<file path="src/rtl/rbr_div_cell.sv">
// ---------------------------------------------------------------------------
// rbr_div_cell: one restoring division step
// brings down one numerator bit, subtracts the divisor if it fits
// ---------------------------------------------------------------------------
module rbr_div_cell #(
  parameter int DVW = 13,
  parameter int QW  = 18,
  parameter int TW  = 1
) (
  input  logic           clk,
  input  logic           rst,
  input  logic           en,
  input  logic           i_valid,
  input  logic [DVW:0]   i_rem,
  input  logic [QW-1:0]  i_low,
  input  logic [QW-1:0]  i_quo,
  input  logic [DVW-1:0] i_dvs,
  input  logic [TW-1:0]  i_tag,
  output logic           o_valid,
  output logic [DVW:0]   o_rem,
  output logic [QW-1:0]  o_low,
  output logic [QW-1:0]  o_quo,
  output logic [DVW-1:0] o_dvs,
  output logic [TW-1:0]  o_tag
);

  logic [DVW:0]   rem_sh;
  logic [DVW+1:0] diff;
  logic           take;

  assign rem_sh = {i_rem[DVW-1:0], i_low[QW-1]};
  assign diff   = {1'b0, rem_sh} - {2'b00, i_dvs};
  assign take   = !diff[DVW+1];

  always_ff @(posedge clk) begin
    if (rst) begin
      o_valid <= 1'b0;
    end else if (en) begin
      o_valid <= i_valid;
    end
  end

  always_ff @(posedge clk) begin
    if (en) begin
      o_rem <= take ? diff[DVW:0] : rem_sh;
      o_low <= {i_low[QW-2:0], 1'b0};
      o_quo <= {i_quo[QW-2:0], take};
      o_dvs <= i_dvs;
      o_tag <= i_tag;
    end
  end

endmodule

</file>
<file path="config.mk">
export PLATFORM = sky130hd
export DESIGN_NAME = rbr_div_cell
export DESIGN_NICKNAME = d
export VERILOG_FILES = /design/src/rtl/rbr_div_cell.sv
export SDC_FILE = /design/constraint.sdc
export NUM_CORES = 1
export LEC_CHECK = 0
export BUFFER_PORTS_ARGS = -buffer_cell sky130_fd_sc_hd__buf_2
export CAP_MARGIN = 40
export CORE_MARGIN = 5
export CORE_UTILIZATION = 45
export CTS_CLUSTER_SIZE = 28
export DETAILED_ROUTE_END_ITERATION = 16
export PLACE_DENSITY_LB_ADDON = 0.1
export SLEW_MARGIN = 20
export SYNTH_ARGS = -nofsm -noshare
export SYNTH_HDL_FRONTEND = slang
export SYNTH_SLANG_ARGS = --single-unit
export TNS_END_PERCENT = 100
</file>
<file path="constraint.sdc">
create_clock -name clk -period 2.9 [get_ports clk]
set_input_delay 0.29 -clock clk [delete_from_list [all_inputs] [get_ports clk]]
set_output_delay 0.29 -clock clk [all_outputs]
set_load 0.03 [all_outputs]
</file>
==> results of run 1 <==
-- through the flow --
step	setup slack, ns	util [%]	std cells	power (W)	hold WS [ns]
after CTS	0.572	60.5	404	0.00248	0.0923
final	0.594	60.5	404	0.00245	0.113
after floorplan	0.563	-	183	0.00153	0.362
after global placement	0.264	57.3	388	0.00170	0.452
after global routing	0.482	60.5	404	0.00257	0.106
after detailed placement	0.221	57.3	388	0.00171	0.452
-- routing by layer --
metal  part of all wire, %  GRT usage, %  vias up
met3                    10          4.06       13
met5                     0             0        -
met4                   2.3          8.25        0
met2                    47          24.3       84
li1                      -             -      961
met1                    40          18.3      887
-- placed cells by master, fill, tap and decap left out, types with 2 or more instances in the layout --
cell type  netlist  layout
buf_2            0     129
edfxtp_1        63      63
nor2_1          16      16
inv_1           14      14
ha_1            13      13
clkbuf_8         0      11
mux2_4           7       7
a21oi_1          6       6
xnor2_1          5       5
nand2b_1         4       4
nor3_1           4       4
mux2_1           4       4
a21oi_2          3       3
nand2_1          3       3
o21ai_1          3       3
o21ai_0          3       3
xor2_1           3       3
mux2i_1          3       3
nand4_1          2       2
o311a_1          2       2
o21a_1           2       2
clkbuf_1         0       2
-- power breakdown --
group / leakage (nW) / switching, W / internal (W)
logic: 0.963 / 0.000346 / 0.000198
registers: 0.625 / 0.0000180 / 0.00112
clock network: 0.0996 / 0.000320 / 0.000443
-- sequential cells by signal, indices dropped and copies added, names as in the netlist --
register and count:
o_dvs 13, o_valid 1, o_low 17, o_tag 1, o_rem 14, o_quo 18
-- cells in the mapped netlist, drive strengths merged, types with 2 or more instances --
| master | instances | share of area [%] |
|---|---|---|
| edfxtp | 63 | 67 |
| nor2 | 16 | 2.1 |
| inv | 14 | 1.9 |
| ha | 13 | 5.7 |
| mux2 | 11 | 5.3 |
| a21oi | 9 | 2.0 |
| o21ai | 8 | 1.9 |
| xnor2 | 5 | 1.5 |
| nand2 | 4 | 0.62 |
| nand2b | 4 | 0.88 |
| nor3 | 4 | 0.71 |
| buf | 3 | 1.1 |
| mux2i | 3 | 1.1 |
| xor2 | 3 | 0.93 |
| nand4 | 2 | 0.44 |
| nor4 | 2 | 0.66 |
| o2111ai | 2 | 0.84 |
| o21a | 2 | 0.53 |
| o311a | 2 | 0.71 |
-- cell families after synthesis --
logic type,share of synthesized area [%]
xor+xnor,2.47
flops,67.4
buf+inv,2.91
simple gates,6.93
compound gates,7.33
other cells,0.132
mux,6.35
fa+ha+maj,6.44
-- worst max path at each step --
| stage | start | end | slack, ns | depth (start not counted) |
|---|---|---|---|---|
| floorplan | i_low[17] | o_rem[10]$_DFFE_PP_ | 0.56 | 10 |
| global placement | i_low[17] | o_rem[2]$_DFFE_PP_ | 0.26 | 10 |
| detailed placement | i_low[17] | o_rem[4]$_DFFE_PP_ | 0.22 | 10 |
| CTS | i_low[17] | o_rem[4]$_DFFE_PP_ | 0.57 | 10 |
| global route | i_low[17] | o_rem[4]$_DFFE_PP_ | 0.48 | 10 |
| finish | i_low[17] | o_rem[4]$_DFFE_PP_ | 0.59 | 10 |
-- worst max-delay path: stages --
cell and delay (ns):
buf_2 0.08, inv_1 0.04, ha_1 0.22, fa_1 0.44
nor2b_4 0.15, o2111ai_2 0.14, a21oi_2 0.24, o21ai_2 0.11
nand2_2 0.30, mux2_1 0.36
-- area by class of cell --
cell class / instances / area, sq um
tap: 77 / 96.3
timing repair buffer: 131 / 673
inverter: 14 / 52.6
sequential: 64 / 1910
clock buffer: 13 / 159
fill: 528 / 2460
clock inverter: 3 / 42.5
multi-input combinational: 102 / 841
==> impl_results.md, run 1 <==
- Outcome: completed
- Pin count of the biggest net entering global routing: 36
- Hold Path Class: in2reg
- ANT cells: 0
- Initial core utilization: 45.4%
- # DRC: 0
- Vias in the first global route: 1,873
- Slew Viols, Final: 0
- Clock Sinks: 64
- Area growth syn-to-layout: 33.2%
- Max clock buf depth: 2
- Design area: 0.00378 sq mm
- Cts bufs inserted: 9
- Post-synth EDFFs: 63
- Iter 0 DRT Violations: 54
- Register bit total from synthesis: 64
- Worst vdd ir: 0.324 mV
- Static Leak: 1.69 nW
- Peak Freq: 0.434 GHz
- Skew-Pair Late Insertion Delay: 0.32 ns
- Via density: 4.81
- Total grt overflow: 0
- Number of I/O pins: 133
- R2R Path End: o_valid$_SDFFE_PP0P_
- Nets: 404
- Final critical-path required period: 2.31 ns
- Max_slew headroom: 53.3%
- Crit Path Class: in2reg
- CTS tree: yes
- Wire length per cell: 14.7 microns
- Share of layout cells above drive strength 1: 49.5%
- Arr. time, crit path: 2.38 ns
- Area post-placement: 0.00357 sq mm
- Req. time, crit path: 2.97 ns
- Die H: 89.4 microns
- WL final: 5930 microns
- Post-synthesis sequential area ratio: 67.4%
- Dpl hpwl: 4640 microns
- Hold_buf cts: 0
- DR pass1 iterations: 4
- Gr usage total: 15.1%
- Cell depth of the worst hold path: 2
- Area of the core: 0.00624 sq mm
- Fin Setup TNS: 0 ns
- Unique masters post-synth: 41
- Die width: 89.4 microns
- Worst slew pin tran: 0.700 ns
- RSZ-0062 raised after global routing: false
- FF-to-FF setup slack: 2.32 ns
- Async S/R FF share, synth: 0%
- Avg Inst Size Synth: 15.5 sq um
- Clock slew at reported path FFs: 0.07 ns
- Final ANT Viol Nets: 0
- Row cnt: 29
- Syn. warnings: 0
- GP Congestion: 0.771
- Critical Path Sink Type: flop
- PD cells: 648 mW/mm^2
- Max Cap Viol: 0
- H-tree Lvls: 3
- Worst r2r src: o_valid$_SDFFE_PP0P_
- Clk Tree Root Cell: clkbuf_8
- First-pass GRT wire length: 8850 microns
- R2r worst-path depth: 2
- Mapped cell area: 0.00284 sq mm
- Crit start category: input port
- Post-CTS Setup Inserts: 0
- Worst-path maximum fanout: 11
- Total number of vias: 1,945
- Cells after synthesis: 183
- Synthesized Nets: 265
- Fin. Hold Viols: 0
- Endpoint, Worst Hold: o_valid$_SDFFE_PP0P_
- Die area: 0.00799 sq mm
- Post_cts resized: 0
- Hold path start: rst
- Tcrit/Tclk final: 79.5%
- Initial antenna violation count: 0
- Port buffer count: 129
- Final setup viols: 0
- Setup Skew: 0 ns
- Synth Flop Type: edfxtp_1
Power figures use the tool's default switching activity.
==> inputs of run 2 (changes only) <==
- ABC_AREA: unset -> 1
- CORE_UTILIZATION: 45 -> 43
- clock period: 2.9 -> 2.1 ns (I/O delays scaled with it)
==> run 2 against run 1 <==
Sequential power up 38%. Core utilization shrank 2.3 points. First-iteration DRC count increased by 44%. Clock skew is the same. Cell count is 29% higher. Non-clock buffer count increased by 1. Routed wire length increased by 10%. Area after synthesis increased by 6.8%. Global-route usage is 0.11 points lower. Combinational power is 39% higher. Largest cell class unchanged.
==> impl_results.md, run 2 <==
- Worst-path maximum fanout: 21
- Skew-Pair Late Insertion Delay: 0.33 ns
- Crit path max-delay cell type: fa_1
- Share of layout cells above drive strength 1: 38.4%
- Static Leak: 1.97 nW
- First-pass GRT wire length: 10,000 microns
- Area post-placement: 0.00378 sq mm
- Final core utilization: 58.2%
- # DRC: 0
- RSZ-0062 raised after global routing: false
- Final setup viols: 0
- Async S/R FF share, synth: 0%
- DR pass1 iterations: 4
- Crit Path Class: in2reg
- CP bufs+invs: 4
- Most common cell after layout, fill and taps aside: buf_2
- Yosys top cell area share: 62.5%
- Area of the core: 0.00683 sq mm
- Critical Path Sink Type: flop
- Most frequent cells in the layout: buf_2 (129), nand2_1 (83), edfxtp_1 (63), inv_1 (49), nand3_1 (19)
- Largest register FFs: 18
- Dpl hpwl: 5220 microns
- Cells after synthesis: 280
- Cell taking the most area after synthesis: edfxtp_1
- Row cnt: 30
- Synth Flop Type: edfxtp_1
- Die H: 93.9 microns
- ANT cells: 0
- Wire length per cell: 12.5 microns
- Clock slew at reported path FFs: 0.06 ns
- Final critical-path required period: 1.57 ns
- H-tree Lvls: 3
- Post-synth EDFFs: 63
- Tcrit/Tclk final: 74.8%
- Initial core utilization: 44.3%
- Total number of vias: 2,285
- Vias in the first global route: 2,168
- Nets: 502
- Total grt overflow: 0
- Hold_buf cts: 0
- Top flop regs: o_quo (18), o_low (17), o_rem (14)
- Fin Setup TNS: 0 ns
- Cts bufs inserted: 9
- Synthesized Nets: 362
- Die area: 0.00882 sq mm
- Final ANT Viol Nets: 0
- Unique masters post-synth: 27
- Fin. Hold Viols: 0
- Hold Path Class: in2reg
- CTS tree: yes
- Max Cap Viol: 0
- WL final: 6540 microns
- DP Worst Slack: 0.151 ns
- Req. time, crit path: 2.18 ns
- Post-CTS Setup Inserts: 0
- Arr. time, crit path: 1.65 ns
- Placed cells: 505
- Crit start category: input port
- Post-Layout Cell Count: 521
- Pin count of the biggest net entering global routing: 43
- Syn. warnings: 0
- Most Frequent Cell on Critical Path: nand2_1
- Mapped cell area: 0.00303 sq mm
- Post-synthesis sequential area ratio: 63.2%
- Peak Freq: 0.636 GHz
- Max_slew headroom: 65.3%
- Outcome: completed
- Fill cells: 628
- Most frequent cells after synthesis: nand2_1 (83), edfxtp_1 (63), inv_1 (49)
- Most common cell in the netlist: nand2_1
- Avg Inst Size Synth: 10.8 sq um
- Setup Skew: 0 ns
- Gr usage total: 14.9%
- Worst vdd ir: 0.381 mV
- Iter 0 DRT Violations: 78
- GP Congestion: 0.821
- Register bit total from synthesis: 64
- PD cells: 839 mW/mm^2
- Die width: 93.9 microns
- Worst slew pin tran: 0.520 ns
- Worst Slack Setup Final: 0.529 ns
- Top reg by flops: o_quo
- Clk Tree Root Cell: clkbuf_8
- Post_cts resized: 0
- Design area: 0.00398 sq mm
- Critical-path cell list: buf_2, inv_1, ha_1, fa_1, inv_1, nand2_1, nand3_2, nand2_1, nand2_2, inv_4, nand2_1, o21ai_2
- Crit-path max cell delay: 0.41 ns
- Slew Viols, Final: 0
- Initial antenna violation count: 0
- Clock Sinks: 64
- Delay-heaviest family, CP: adder cells
- Port buffer count: 129
- Top cells by area, synth: edfxtp_1 (63%), nand2_1 (10%), inv_1 (6.1%), ha_1 (5.4%), nand3_1 (3.1%)
- Max clock buf depth: 2
- Via density: 4.39
- Area growth syn-to-layout: 31.3%
- Number of I/O pins: 133
==> run 2: cells by family after synthesis <==
family | after synthesis | synth area share (%)
fa+ha+maj | 14 | 6.04
compound gates | 13 | 3.02
other cells | 1 | 0.124
flops | 64 | 63.2
xor+xnor | 5 | 1.45
buf+inv | 54 | 7.40
simple gates | 128 | 18.5
mux | 1 | 0.331
==> run 2: layer usage <==
layer  share of wire, %  vias to the layer above  track usage, %
met2                 48                       84            25.8
met1                 41                     1004            16.7
li1                   -                     1191               -
met3                 10                        6            5.69
met5                  0                        -               0
met4                1.3                        0            5.42
==> run 2: worst paths after layout <==
kind / from / endpoint / slack (ns) / cells past startpoint
worst max-delay path: i_low[17] / o_rem[6]$_DFFE_PP_ / 0.53 / 12
worst min-delay path: rst / o_valid$_SDFFE_PP0P_ / 0.03 / 2
worst max register to register: o_valid$_SDFFE_PP0P_ / o_valid$_SDFFE_PP0P_ / 1.51 / 2
worst min register to register: o_valid$_SDFFE_PP0P_ / o_valid$_SDFFE_PP0P_ / 0.51 / 2
==> run 2: final cells by class <==
class	count	area, sq um	share of cell area (%)
inverter	51	194	4.88
clock inverter	4	45.0	1.13
timing repair buffer	132	668	16.8
clock buffer	12	145	3.65
multi-input combinational	162	891	22.4
tap	96	120	3.02
sequential	64	1910	48.1
==> run 2: power by group <==
part           leakage, nW  internal [W]  switching (W)
logic                 1.24      0.000239       0.000516
clock network        0.100      0.000575       0.000438
registers            0.625       0.00154      0.0000230
==> run 2: per-stage QoR <==
| stage | hold slack [ns] | power, W |
|---|---|---|
| 3_5_place_dp | 0.372 | 0.00236 |
| 5_1_grt | 0.0185 | 0.00351 |
| 4_1_cts | 0.00661 | 0.00339 |
| 3_3_place_gp | 0.369 | 0.00235 |
| 6_report | 0.0289 | 0.00334 |
| 2_1_floorplan | 0.282 | 0.00212 |
==> inputs of run 3 (changes only) <==
- clock period: 2.1 -> 1.3 ns (I/O delays scaled with it)
==> run 3 against run 2 <==
The flow now finishes with violations (setup timing). Critical path depth down 2. Sequential power is 62% higher. Clock power increased by 67%. Critical path type unchanged. Cell area rose by 30%. Sequential share of layout area fell by 11 points. Register-to-register slack got worse by 0.82 ns. Via count is 20% higher. Worst setup slack worse by 0.55 ns.
==> impl_results.md, run 3 (synthesis results as in run 2) <==
- Total number of vias: 2,750
- Max clock buf depth: 2
- Busiest metal layer after global routing: met2
- Max Cap Viol: 0
- Clock power frac: 28.4%
- Largest register FFs: 18
- Share of layout cells above drive strength 1: 52.0%
- Cts bufs inserted: 9
- GP Congestion: 0.781
- Internal power: 0.00414 W
- Critical Path Sink Type: flop
- Met1 Usage GRT: 22.4%
- Initial antenna violation count: 0
- PD cells: 1150 mW/mm^2
- Clk Tree Root Cell: clkbuf_8
- FF-to-FF setup slack: 0.69 ns
- Fill cells: 485
- Sw frac: 30.6%
- Req. time, crit path: 1.39 ns
- Top flop regs: o_quo (18), o_low (17), o_rem (14)
- First-pass GRT wire length: 13,600 microns
- # DRC: 0
- Slew Viols, Final: 0
- Most common cell after layout, fill and taps aside: buf_2
- CTS tree: yes
- Final critical-path required period: 1.32 ns
- Clock Sinks: 64
- Fin. Hold Viols: 0
- WL final: 8790 microns
- Worst-path maximum fanout: 3
- Die area: 0.00882 sq mm
- Row cnt: 30
- DR pass1 iterations: 4
- Vias in the first global route: 2,853
- Total power: 0.00596 W
- H-tree Lvls: 3
- NetSw: 0.00182 W
- Setup Skew: 0 ns
- Failing checks: setup timing
- Total grt overflow: 0
- Pin count of the biggest net entering global routing: 27
- Fin Setup TNS: -0.0277 ns
- Outcome: finished with violations
- Iter 0 DRT Violations: 79
- Tcrit/Tclk final: 101%
- Nets: 592
- Dpl hpwl: 5640 microns
- Sequential power share: 42.6%
- Most frequent cells in the layout: buf_2 (127), edfxtp_1 (63), nand2_1 (57), dlygate4sd3_1 (48), buf_4 (40)
- Die width: 93.9 microns
- Number of I/O pins: 133
- Initial core utilization: 44.3%
- Area growth syn-to-layout: 71.0%
- Gr usage total: 19.8%
- Arr. time, crit path: 1.41 ns
- Skew-Pair Late Insertion Delay: 0.33 ns
- Peak Freq: 0.758 GHz
- Die H: 93.9 microns
- Static Leak: 2.46 nW
- Area of the core: 0.00683 sq mm
- Crit Path Class: in2reg
- Port buffer count: 129
- Clock slew at reported path FFs: 0.07 ns
- Via density: 4.50
- Top reg by flops: o_quo
- Worst Slack Setup Final: -0.0189 ns
- Crit start category: input port
- Worst vdd ir: 0.534 mV
- Comb pwr share: 28.9%
- Hold Path Class: in2reg
- RSZ-0062 raised after global routing: true
- Met3 Use GR: 5.77%
- Grt met2 use: 36.6%
- Final setup viols: 3
- Final ANT Viol Nets: 0
- ANT cells: 0
- Wire length per cell: 14.4 microns
## run 3: changes by cell type in the layout (fill, tap and decap cells not counted), moves of 3 or more
cell           delta
buf_4            +37
dlygate4sd3_1    +48
ha_1             -12
ha_4             +12
inv_1            -11
inv_2            +10
inv_8             +3
nand2_1          -26
nand2_2          +21
nand2_4           +4
nand3_1          -10
nand3_2           +8
## run 3: timing repair
item	4_1_cts	5_1_grt
buffers inserted	0	3
gates resized for setup	17	46
pin swaps	4	23
hold buffers	47	1
endpoints found under the hold margin	47	1
cloned	2	0
endpoints found under the setup margin	13	14
## run 3: layer usage
metal	vias up	wire length [microns]	share of wire, %
li1	1381	-	-
met1	1264	3440	39
met2	98	4670	53
met3	7	590	6.7
met4	0	83	0.94
met5	-	0	0
## run 3: area by class of cell
| cell class | instances | area, sq um | area share, % |
|---|---|---|---|
| repair buffers | 220 | 1490 | 28.9 |
| multi-input cells | 162 | 1230 | 23.7 |
| repair inverters | 2 | 17.5 | 0.338 |
| clock inverters | 5 | 56.3 | 1.09 |
| clock buffers | 11 | 141 | 2.73 |
| flip-flops and latches | 64 | 1910 | 36.9 |
| well taps | 96 | 120 | 2.32 |
| inverters | 51 | 206 | 3.99 |
## run 3: path summary, 6_finish.rpt
check | from | to | cells after the start
worst max-delay path | i_dvs[0] | o_rem[10]$_DFFE_PP_ | 10
worst max register to register | o_valid$_SDFFE_PP0P_ | o_valid$_SDFFE_PP0P_ | 2
worst min-delay path | i_dvs[0] | o_dvs[0]$_DFFE_PP_ | 1
worst min register to register | o_valid$_SDFFE_PP0P_ | o_valid$_SDFFE_PP0P_ | 2
## run 3: worst max-delay path, cell delays in order
cell and delay, ns:
buf_2 0.12, ha_4 0.16, fa_2 0.36, inv_2 0.09
buf_4 0.10, nand3_1 0.11, nand3_1 0.12, nand2_2 0.08
nand3_4 0.09, nand2_2 0.04
## run 3: power by group through the flow
stage | Sequential (W) | Clock (W) | Combinational [W]
2_1_floorplan | 0.00299 | 0 | 0.000474
3_3_place_gp | 0.00258 | 0 | 0.00142
3_5_place_dp | 0.00258 | 0 | 0.00144
4_1_cts | 0.00254 | 0.00175 | 0.00161
5_1_grt | 0.00256 | 0.00185 | 0.00186
6_report | 0.00254 | 0.00169 | 0.00172
## run 3: through the flow
step,util [%],setup slack [ns],instances,hold WS [ns],instance area (sq um)
floorplan,-,-0.273,280,0.202,3160
global placement,61.7,-0.402,542,0.289,4220
detailed placement,61.7,-0.435,542,0.290,4220
CTS,73.0,-0.00363,607,0.00422,4990
global route,75.8,-0.0534,611,0.00177,5170
finish,75.8,-0.0189,611,0.0243,5170
