## src/rtl/rbr_sqrt_cell.sv

```systemverilog
// ---------------------------------------------------------------------------
// rbr_sqrt_cell: one digit-by-digit square root step
// takes two radicand bits and settles one root bit
// ---------------------------------------------------------------------------
module rbr_sqrt_cell #(
  parameter int M  = 17,
  parameter int TW = 1
) (
  input  logic           clk,
  input  logic           rst,
  input  logic           en,
  input  logic           i_valid,
  input  logic [2*M-1:0] i_rad,
  input  logic [M+1:0]   i_rem,
  input  logic [M-1:0]   i_root,
  input  logic [TW-1:0]  i_tag,
  output logic           o_valid,
  output logic [2*M-1:0] o_rad,
  output logic [M+1:0]   o_rem,
  output logic [M-1:0]   o_root,
  output logic [TW-1:0]  o_tag
);

  logic [M+1:0] rem_sh;
  logic [M+1:0] trial;
  logic [M+2:0] diff;
  logic         take;

  assign rem_sh = {i_rem[M-1:0], i_rad[2*M-1 -: 2]};
  assign trial  = {i_root, 2'b01};
  assign diff   = {1'b0, rem_sh} - {1'b0, trial};
  assign take   = !diff[M+2];

  always_ff @(posedge clk) begin
    if (rst) begin
      o_valid <= 1'b0;
    end else if (en) begin
      o_valid <= i_valid;
    end
  end

  always_ff @(posedge clk) begin
    if (en) begin
      o_rad  <= {i_rad[2*M-3:0], 2'b00};
      o_rem  <= take ? diff[M+1:0] : rem_sh;
      o_root <= {i_root[M-2:0], take};
      o_tag  <= i_tag;
    end
  end

endmodule

```

## config.mk

```make
export PLATFORM = sky130hd
export DESIGN_NAME = rbr_sqrt_cell
export DESIGN_NICKNAME = d
export VERILOG_FILES = /design/src/rtl/rbr_sqrt_cell.sv
export SDC_FILE = /design/constraint.sdc
export NUM_CORES = 1
export LEC_CHECK = 0
export ABC_AREA = 0
export BUFFER_PORTS_ARGS = -buffer_cell sky130_fd_sc_hd__clkbuf_2
export CAP_MARGIN = 15
export CORE_UTILIZATION = 40
export CTS_BUF_LIST = sky130_fd_sc_hd__clkbuf_16
export DETAILED_ROUTE_END_ITERATION = 8
export PLACE_DENSITY = 0.72
export SLEW_MARGIN = 10
export SYNTH_ARGS = -nofsm -noshare
export SYNTH_HDL_FRONTEND = slang
export SYNTH_SLANG_ARGS = --single-unit
```

## constraint.sdc

```tcl
create_clock -name clk -period 2.1 [get_ports clk]
set_input_delay 0.21 -clock clk [delete_from_list [all_inputs] [get_ports clk]]
set_output_delay 0.21 -clock clk [all_outputs]
set_load 0.02 [all_outputs]
```

==> reports/results.ini, run 1 <==
[routing]
drc = 0
drt-pass1-iter-count = 4
num_vias = 2834
ant_nets = 0
wl_um = 8700
avgRoutedWirePerCell_um = 15.0
drt_iter0_markers = 135
viasPerCell = 4.89

[grt]
grt_pass1_wl_um = 12900
grt_usage_pct = 19.3
grt_pass1_vias = 2690
gr-total-overflow = 0
antenna_found_initial = 0
grt_max_degree = 31

[synth]
synth_area_per_cell_um2 = 13.0
synth_most_common_cell = edfxtp_1
synthFlopType = edfxtp_1
synth_edf_count = 69
ys_ff_latch = 70
synthArstFlopShare_pct = 0
ys_seq_area_share_pct = 60.8
synth_warnings = 0
ys_top_cells_by_area = edfxtp_1, ha_1, mux2_2, a21oi_1, inv_1
synth_largest_area_cell = edfxtp_1
syn_inst = 264
synth_top_area_share_pct = 60.2
ys_top_cells_by_count = edfxtp_1, inv_1, a21oi_1
synth.distinct_cells = 43
synth_area_um2 = 3440

[floorplanning]
die_area_um2 = 8980
core_area_um2 = 8260
num_io_pins = 147
die_h_um = 94.8
rows = 33
start_util_pct = 41.7
die_w_um = 94.8

[timing]
clock_skew_ns = 0
setup_ws_ns = 0.0397
setup-violations-final = 0
finalMaxSlewViolations = 0
finalHoldViolations = 0
fin_crit_sh_pct = 98.1
rsz0062_at_grt = yes
fmax_ghz = 0.485
post-route-min-period_ns = 2.06
setup_tns_ns = 0

[clocking]
clk_pin_slew_ns = 0.06
clkSinkCount = 70
cts_tree = built
ctsHoldBuffers = 0
cts_buffers = 9
cts-htree-levels = 3
root_buffer = clkbuf_16
clkLatencyLatePin_ns = 0.32
cts.path.max_buffers = 2

[final_layout]
antenna_cells = 0
area_growth_pct = 52.3
nNetsFinal = 562
drive_above_1_share_pct = 53.0
fin_cells = 579

[place]
dp_hpwl_um = 6730
io_buffers = 142
globalplace.congestion = 0.819
pre_cts_slack_ns = -0.265
dp_cells = 552

[power_and_ir_drop]
p_total_uw = 4330
irDropWorstVdd_v = 0.000458
powerDensity_nw_per_um2 = 825
p_leak_uw = 0.00243

[critical_path]
ff2ff_path_depth = 2
worstPathRequired_ns = 2.17
crit_arrival_ns = 2.13
rr_startpoint = o_valid$_SDFFE_PP0P_
cp_max_fo = 7
start_kind = primary input
cp-end-kind = register
rrSetupSlack_ns = 1.51
reg2reg_to = o_valid$_SDFFE_PP0P_
crit_type = in2reg

[status]
status = completed

[worst_hold_path]
whs_endpoint = o_valid$_SDFFE_PP0P_
holdCritStartpoint = rst
min_path_type = in2reg
min_path_cells = 2

[run]
cap_violations = 0

logic make-up (layout without fill, tap and decap cells):
logic type	after synthesis	after routing	synth area share, %
AOI/OAI and AO/OA	56	56	10.8
DFF	70	70	60.8
adders and majority gates	18	18	6.54
xor gates and xnor gates	14	14	3.56
other	1	2	0.109
buffers and inverters	37	246	4.76
muxes	21	21	6.65
and+or+nand+nor	47	47	6.76
cell usage in the layout (no fill, tap or decap), types with 5 or more instances in the layout:
| master | n |
|---|---|
| clkbuf_2 | 135 |
| edfxtp_1 | 69 |
| buf_4 | 59 |
| inv_1 | 23 |
| a21oi_1 | 19 |
| nand2_1 | 13 |
| mux2_4 | 13 |
| ha_1 | 12 |
| clkbuf_16 | 10 |
| o21ai_0 | 9 |
| nor2_1 | 9 |
| xnor2_1 | 9 |
| nor3_1 | 6 |
| mux2i_1 | 6 |
| ha_4 | 6 |
| buf_6 | 6 |
| xor2_1 | 5 |
how the worst max path moves through the flow:
stage,slack [ns],cells after the start,to,startpoint
final,0.04,11,o_rem[7]$_DFFE_PP_,i_root[2]
after global routing,-0.04,11,o_rem[7]$_DFFE_PP_,i_root[4]
after CTS,0.05,10,o_rem[11]$_DFFE_PP_,i_root[2]
after detailed placement,-0.26,10,o_rem[7]$_DFFE_PP_,i_root[2]
after global placement,-0.22,10,o_rem[6]$_DFFE_PP_,i_root[2]
after floorplan,-0.03,9,o_rem[10]$_DFFE_PP_,i_root[2]
registers in the layout, summed over array words and instances (netlist names):
register	cells
o_root	17
o_valid	1
o_rad	32
o_rem	19
o_tag	1
repair_timing:
item | 4_1_cts | 5_1_grt
buffers inserted | 0 | 10
resized for setup | 0 | 26
setup endpoints to repair | 0 | 11
through the flow:
step	area (um^2)	utilization (%)	hold slack [ns]
5_1_grt	5240	63.5	0.0441
2_1_floorplan	3600	-	0.282
6_report	5240	63.5	0.0541
3_5_place_dp	4770	57.8	0.385
4_1_cts	5070	61.4	0.0475
3_3_place_gp	4770	57.8	0.369
worst max-delay path, cell delays in order:
cell	delay, ns
buf_12	0.09
inv_12	0.03
ha_4	0.26
o211ai_1	0.10
o21ai_2	0.18
o2111ai_2	0.17
and3_4	0.22
o31ai_4	0.29
buf_6	0.15
buf_12	0.13
mux2_4	0.30
per-layer routing:
layer  track usage [%]  part of all wire (%)  vias up
li1                  -                     -     1387
met1              21.5                    40     1329
met2              35.7                    52      108
met3              5.31                   6.9       10
met4              5.30                   1.0        0
met5                 0                     0        -
report_power, final:
group          total (uW)  switching [uW]  internal [uW]
logic                1100             566            530
clock network        1490             572            922
registers            1740            37.8           1700
total                4330            1180           3150
final cells by class:
cell class                 instances  area (um^2)
sequential                        70         2090
inverter                          25          111
clock inverter                     7         75.1
clock buffer                       9          225
multi-input combinational        158         1320
timing repair buffer             205         1290
tap                              105          131
fill                             658         3010
No activity file was read; power rests on OpenSTA's default activity.
==> run 2: changes to the inputs <==
Settings changed: PLACE_DENSITY 0.72 to 0.69.
Clock period 2.1 ns to 2 ns, I/O delays scaled along.
==> run 2 against run 1 <==
Clock skew stayed put; critical path depth stayed put; utilization is 0.38 points higher; global-route usage is 1.1 points lower; sequential cell count stayed put; setup slack worse by 0.040 ns; final cell count is 0.17% lower; highest routed layer unchanged.
==> reports/results.ini, run 2 (same netlist as run 1, synthesis figures left out) <==
[status]
status = completed  ; unchanged

[power_and_ir_drop]
p_total_uw = 4640  ; was 4330 uW
irDropWorstVdd_v = 0.000393  ; was 0.000458 V
powerDensity_nw_per_um2 = 879  ; was 825 nW/um^2
p_leak_uw = 0.00244  ; was 0.00243 uW

[floorplanning]
core_area_um2 = 8260  ; unchanged
die_w_um = 94.8  ; unchanged
start_util_pct = 41.7  ; unchanged
die_area_um2 = 8980  ; unchanged
rows = 33  ; unchanged
num_io_pins = 147  ; unchanged
die_h_um = 94.8  ; unchanged

[grt]
gr-total-overflow = 0  ; unchanged
grt_pass1_vias = 2615  ; was 2690
antenna_found_initial = 0  ; unchanged
grt_max_degree = 50  ; was 31
grt_usage_pct = 18.2  ; was 19.3%
grt_pass1_wl_um = 12200  ; was 12900 um

[critical_path]
cp-end-kind = register  ; unchanged
critical_path.max_stage_delay_ns = 0.29  ; was 0.30 ns
crit_type = in2reg  ; unchanged
worstPathRequired_ns = 2.08  ; was 2.17 ns
cp_max_fo = 6  ; was 7
cp_top_family = compound AO/OA/AOI/OAI gates  ; unchanged
crit_arrival_ns = 2.08  ; was 2.13 ns
reg2reg_to = o_valid$_SDFFE_PP0P_  ; unchanged
slowest_stage = ha_4  ; was mux2_4
critPathBufInv = 4  ; unchanged
crit_chain = clkbuf_2 -> inv_2 -> ha_4 -> o21ai_4 -> a21oi_4 -> o2111ai_2 -> and3_4 -> o31ai_4 -> buf_6 -> clkbuf_16 -> mux2_4  ; was buf_12 -> inv_12 -> ha_4 -> o211ai_1 -> o21ai_2 -> o2111ai_2 -> and3_4 -> o31ai_4 -> buf_6 -> buf_12 -> mux2_4
rrSetupSlack_ns = 1.42  ; was 1.51 ns
ff2ff_path_depth = 2  ; unchanged
rr_startpoint = o_valid$_SDFFE_PP0P_  ; unchanged
start_kind = primary input  ; unchanged

[routing]
viasPerCell = 4.77  ; was 4.89
drc = 0  ; unchanged
avgRoutedWirePerCell_um = 14.2  ; was 15.0 um
drt-pass1-iter-count = 4  ; unchanged
ant_nets = 0  ; unchanged
drt_iter0_markers = 100  ; was 135
num_vias = 2756  ; was 2834
wl_um = 8230  ; was 8700 um

[final_layout]
nNetsFinal = 561  ; was 562
final_core_utilization_pct = 63.9  ; was 63.5%
fin_cells = 578  ; was 579
largest_reg_flops = 32  ; unchanged
multi_input_area_um2 = 1350  ; was 1320 um^2
final_area_um2 = 5280  ; was 5240 um^2
antenna_cells = 0  ; unchanged
mostFrequentLayoutCell = clkbuf_2  ; unchanged
area_growth_pct = 53.3  ; was 52.3%
top_regs = o_rad (32), o_rem (19), o_root (17)  ; unchanged
register_area_um2 = 2090  ; unchanged
nFillCells = 634  ; was 658
drive_above_1_share_pct = 53.7  ; was 53.0%
top_register = o_rad  ; unchanged
final_cell_mix = clkbuf_2, edfxtp_1, buf_4  ; unchanged

[timing]
rsz0062_at_grt = yes  ; unchanged
clock_skew_ns = 0  ; unchanged
finalMaxSlewViolations = 0  ; unchanged
finalHoldViolations = 0  ; unchanged
fin_crit_sh_pct = 100
fmax_ghz = 0.500
post-route-min-period_ns = 2.00
setup_tns_ns = 0  ; unchanged
setup-violations-final = 0  ; unchanged

[clocking]
cts-htree-levels = 3  ; unchanged
root_buffer = clkbuf_16  ; unchanged
clkSinkCount = 70  ; unchanged
clk_pin_slew_ns = 0.06  ; about the same
cts_tree = built  ; unchanged
cts_buffers = 9  ; unchanged
cts.path.max_buffers = 2  ; unchanged
clkLatencyLatePin_ns = 0.32  ; about the same
ctsHoldBuffers = 0  ; unchanged

[worst_hold_path]
whs_endpoint = o_valid$_SDFFE_PP0P_  ; unchanged
min_path_type = in2reg  ; unchanged
holdCritStartpoint = rst  ; unchanged
min_path_cells = 2  ; unchanged

[place]
io_buffers = 142  ; unchanged
placed_cell_area_um2 = 4820  ; was 4770 um^2
dp_cells = 558  ; was 552
globalplace.congestion = 0.865  ; was 0.819
dp_hpwl_um = 6400  ; was 6730 um

[run]
cap_violations = 0  ; unchanged

run 2: how the worst max path moves through the flow:
stage / start / to / slack (ns) / cells past startpoint
3_3_place_gp: i_root[2] / o_rem[4]$_DFFE_PP_ / -0.32 / 10
5_1_grt: i_root[4] / o_rem[10]$_DFFE_PP_ / -0.06 / 11
2_1_floorplan: i_root[2] / o_rem[10]$_DFFE_PP_ / -0.12 / 9
6_report: i_root[4] / o_rem[6]$_DFFE_PP_ / 0.0002 / 11
3_5_place_dp: i_root[2] / o_rem[9]$_DFFE_PP_ / -0.36 / 10
4_1_cts: i_root[4] / o_rem[12]$_DFFE_PP_ / 0.005 / 10
run 2: where the power goes:
part,leakage [uW],total [uW],switching [uW],internal [uW]
clock,0.000161,1680,594,1090
sequential,0.000683,1820,37.1,1780
combinational,0.00160,1140,589,548
run 2: worst reg2reg max path: stages (launching register included):
cell and delay (ns):
dfxtp_1 0.31, mux2i_1 0.12, nor2_1 0.05
run 2: timing repair:
item,4_1_cts,5_1_grt
resized for setup,2,29
setup buffers,0,3
setup endpoints to repair,13,14
gates cloned,0,1
pin swaps,0,11
run 2: area by class of cell:
cell class | count | share of cell area (%)
sequential | 70 | 39.7
multi-input combinational | 158 | 25.5
timing repair buffer | 204 | 24.2
clock buffer | 9 | 4.27
tap | 105 | 2.49
inverter | 25 | 2.11
clock inverter | 7 | 1.73
run 2: metal layers:
layer,vias to the layer above,GRT usage [%],routed length [um]
met3,15,4.91,513
met4,0,7.95,169
met5,-,0,0
met1,1253,21.3,3570
met2,95,31.1,3980
li1,1393,-,-
run 2: per-stage QoR:
| stage | hold slack (ns) | setup slack [ns] |
|---|---|---|
| 4_1_cts | 0.0236 | 0.00532 |
| 3_3_place_gp | 0.359 | -0.322 |
| 3_5_place_dp | 0.365 | -0.361 |
| 5_1_grt | 0.0288 | -0.0603 |
| 6_report | 0.0320 | 0.000201 |
| 2_1_floorplan | 0.272 | -0.119 |
==> run 3: changes to the inputs <==
Settings changed: PLACE_DENSITY 0.69 to 0.72.
Clock period 2 ns to 1.7 ns, I/O delays scaled along.
==> run 3 against run 2 <==
The flow now finishes with violations (negative setup slack); final cell count is 1.6% higher; register-to-register slack worse by 0.31 ns; global-route usage rose by 1.6 points; critical endpoint is now o_rem[3]$_DFFE_PP_; largest power group unchanged.
==> reports/results.ini, run 3 (same netlist as run 1, synthesis figures left out) <==
[timing]
fmax_ghz = 0.514
fin_crit_sh_pct = 114
rsz0062_at_grt = yes  ; unchanged
clock_skew_ns = 0  ; unchanged
setup_ws_ns = -0.246  ; was 0.000201 ns
setup_tns_ns = -3.54  ; was 0 ns
post-route-min-period_ns = 1.95
finalMaxSlewViolations = 0  ; unchanged
finalHoldViolations = 0  ; unchanged
setup-violations-final = 19  ; was 0

[clocking]
clkSinkCount = 70  ; unchanged
cts_buffers = 9  ; unchanged
cts_tree = built  ; unchanged
cts-htree-levels = 3  ; unchanged
clk_pin_slew_ns = 0.06  ; about the same
cts.path.max_buffers = 2  ; unchanged
root_buffer = clkbuf_16  ; unchanged
clkLatencyLatePin_ns = 0.32  ; about the same

[final_layout]
nNetsFinal = 570  ; was 561
drive_above_1_share_pct = 56.6  ; was 53.7%
top_regs = o_rad (32), o_rem (19), o_root (17)  ; unchanged
mostFrequentLayoutCell = clkbuf_2  ; unchanged
final_cell_mix = clkbuf_2, edfxtp_1, buf_4  ; unchanged
largest_reg_flops = 32  ; unchanged
final_area_um2 = 5410  ; was 5280 um^2
antenna_cells = 0  ; unchanged
fin_cells = 587  ; was 578
top_register = o_rad  ; unchanged
nFillCells = 618  ; was 634
area_growth_pct = 57.1  ; was 53.3%

[status]
violations = negative setup slack
status = finished, violations left  ; was completed

[grt]
grt_pass1_wl_um = 13300  ; was 12200 um
antenna_found_initial = 0  ; unchanged
gr-total-overflow = 0  ; unchanged
grt_pass1_vias = 2773  ; was 2615
grt_usage_pct = 19.8  ; was 18.2%
grt_max_degree = 31  ; was 50

[critical_path]
reg2reg_to = o_valid$_SDFFE_PP0P_  ; unchanged
cp-end-kind = register  ; unchanged
cp_max_fo = 8  ; was 6
crit_chain = clkbuf_16 -> inv_12 -> ha_4 -> o211ai_1 -> o21ai_2 -> o2111ai_2 -> and3_4 -> o31ai_4 -> buf_6 -> mux2_4  ; was clkbuf_2 -> inv_2 -> ha_4 -> o21ai_4 -> a21oi_4 -> o2111ai_2 -> and3_4 -> o31ai_4 -> buf_6 -> clkbuf_16 -> mux2_4
cp-startpoint = i_root[2]  ; was i_root[4]
cp_top_family = compound AO/OA/AOI/OAI gates  ; unchanged
crit_type = in2reg  ; unchanged
slowest_stage = mux2_4  ; was ha_4
rrSetupSlack_ns = 1.11  ; was 1.42 ns
crit_arrival_ns = 2.02  ; was 2.08 ns
critical_path.max_stage_delay_ns = 0.31  ; was 0.29 ns
ff2ff_path_depth = 2  ; unchanged
rr_startpoint = o_valid$_SDFFE_PP0P_  ; unchanged
critPathBufInv = 3  ; was 4
start_kind = primary input  ; unchanged
worstPathRequired_ns = 1.77  ; was 2.08 ns

[run]
cap_violations = 0  ; unchanged

[worst_hold_path]
holdCritStartpoint = i_rad[3]  ; was rst
min_path_cells = 1  ; was 2
min_path_type = in2reg  ; unchanged
whs_endpoint = o_rad[5]$_DFFE_PP_  ; was o_valid$_SDFFE_PP0P_

[place]
io_buffers = 142  ; unchanged
globalplace.congestion = 0.859  ; was 0.865
placed_cell_area_um2 = 4910  ; was 4820 um^2
dp_cells = 567  ; was 558
dp_hpwl_um = 6750  ; was 6400 um

[routing]
avgRoutedWirePerCell_um = 15.4  ; was 14.2 um
viasPerCell = 4.91  ; was 4.77
wl_um = 9040  ; was 8230 um
drt_iter0_markers = 92  ; was 100
ant_nets = 0  ; unchanged
num_vias = 2881  ; was 2756
drc = 0  ; unchanged
drt-pass1-iter-count = 4  ; unchanged

[floorplanning]
die_area_um2 = 8980  ; unchanged
start_util_pct = 41.7  ; unchanged
rows = 33  ; unchanged
die_w_um = 94.8  ; unchanged
num_io_pins = 147  ; unchanged
die_h_um = 94.8  ; unchanged
core_area_um2 = 8260  ; unchanged

[power_and_ir_drop]
powerDensity_nw_per_um2 = 1030  ; was 879 nW/um^2
irDropWorstVdd_v = 0.000534  ; was 0.000393 V
p_total_uw = 5570  ; was 4640 uW
p_leak_uw = 0.00249  ; was 0.00244 uW

-- run 3: cell count changes in the layout (fill, tap and decap cells not counted), moves of 2 or more --
cell,change
clkbuf_2,+3
clkinv_2,-2
a21oi_1,-3
buf_4,+6
a21oi_2,+4
-- run 3: how the worst max path moves through the flow --
stage	endpoint	slack, ns	cells after the start
after global placement	o_rem[12]$_DFFE_PP_	-0.63	9
final	o_rem[3]$_DFFE_PP_	-0.25	10
after global routing	o_rem[3]$_DFFE_PP_	-0.30	10
after CTS	o_rem[18]$_DFFE_PP_	-0.21	10
after detailed placement	o_rem[18]$_DFFE_PP_	-0.66	9
after floorplan	o_rem[10]$_DFFE_PP_	-0.39	9
-- run 3: timing repair --
action / 4_1_cts / 5_1_grt
gates cloned: 1 / 0
pin swaps: 0 / 5
endpoints found under the setup margin: 19 / 19
endpoints found under the hold margin: 1 / 0
gates resized for setup: 12 / 16
hold buffers: 1 / 0
setup buffers: 2 / 2
-- run 3: worst reg2reg max path, delay by kind of cell (launching register included) --
| kind | cells | cell delay, ns |
|---|---|---|
| flip-flops | 1 | 0.31 |
| AND/OR/NAND/NOR | 1 | 0.06 |
| multiplexers | 1 | 0.12 |
-- run 3: layout make-up --
cell class | count | area, um^2 | area share [%]
inverters | 25 | 124 | 2.29
repair buffers | 213 | 1320 | 24.4
clock inverters | 7 | 98.8 | 1.83
flip-flops and latches | 70 | 2090 | 38.7
multi-input cells | 158 | 1420 | 26.2
clock buffers | 9 | 225 | 4.16
well taps | 105 | 131 | 2.43
-- run 3: metal layers --
metal | vias up | GRT usage [%] | share of wire, %
li1 | 1402 | - | -
met2 | 127 | 34.2 | 50
met3 | 13 | 5.23 | 7.7
met4 | 0 | 8.08 | 1.9
met1 | 1339 | 23.2 | 41
met5 | - | 0 | 0
-- run 3: power breakdown --
part	internal (uW)	switching, uW
Combinational	665	735
Clock	1290	731
Sequential	2100	48.3
-- run 3: stage by stage --
step | worst slack [ns] | hold WS (ns) | utilization, %
detailed placement | -0.657 | 0.338 | 59.5
floorplan | -0.389 | 0.242 | -
CTS | -0.211 | 0.00698 | 64.5
global placement | -0.626 | 0.329 | 59.5
finish | -0.246 | 0.0163 | 65.5
global route | -0.298 | 0.00610 | 65.5
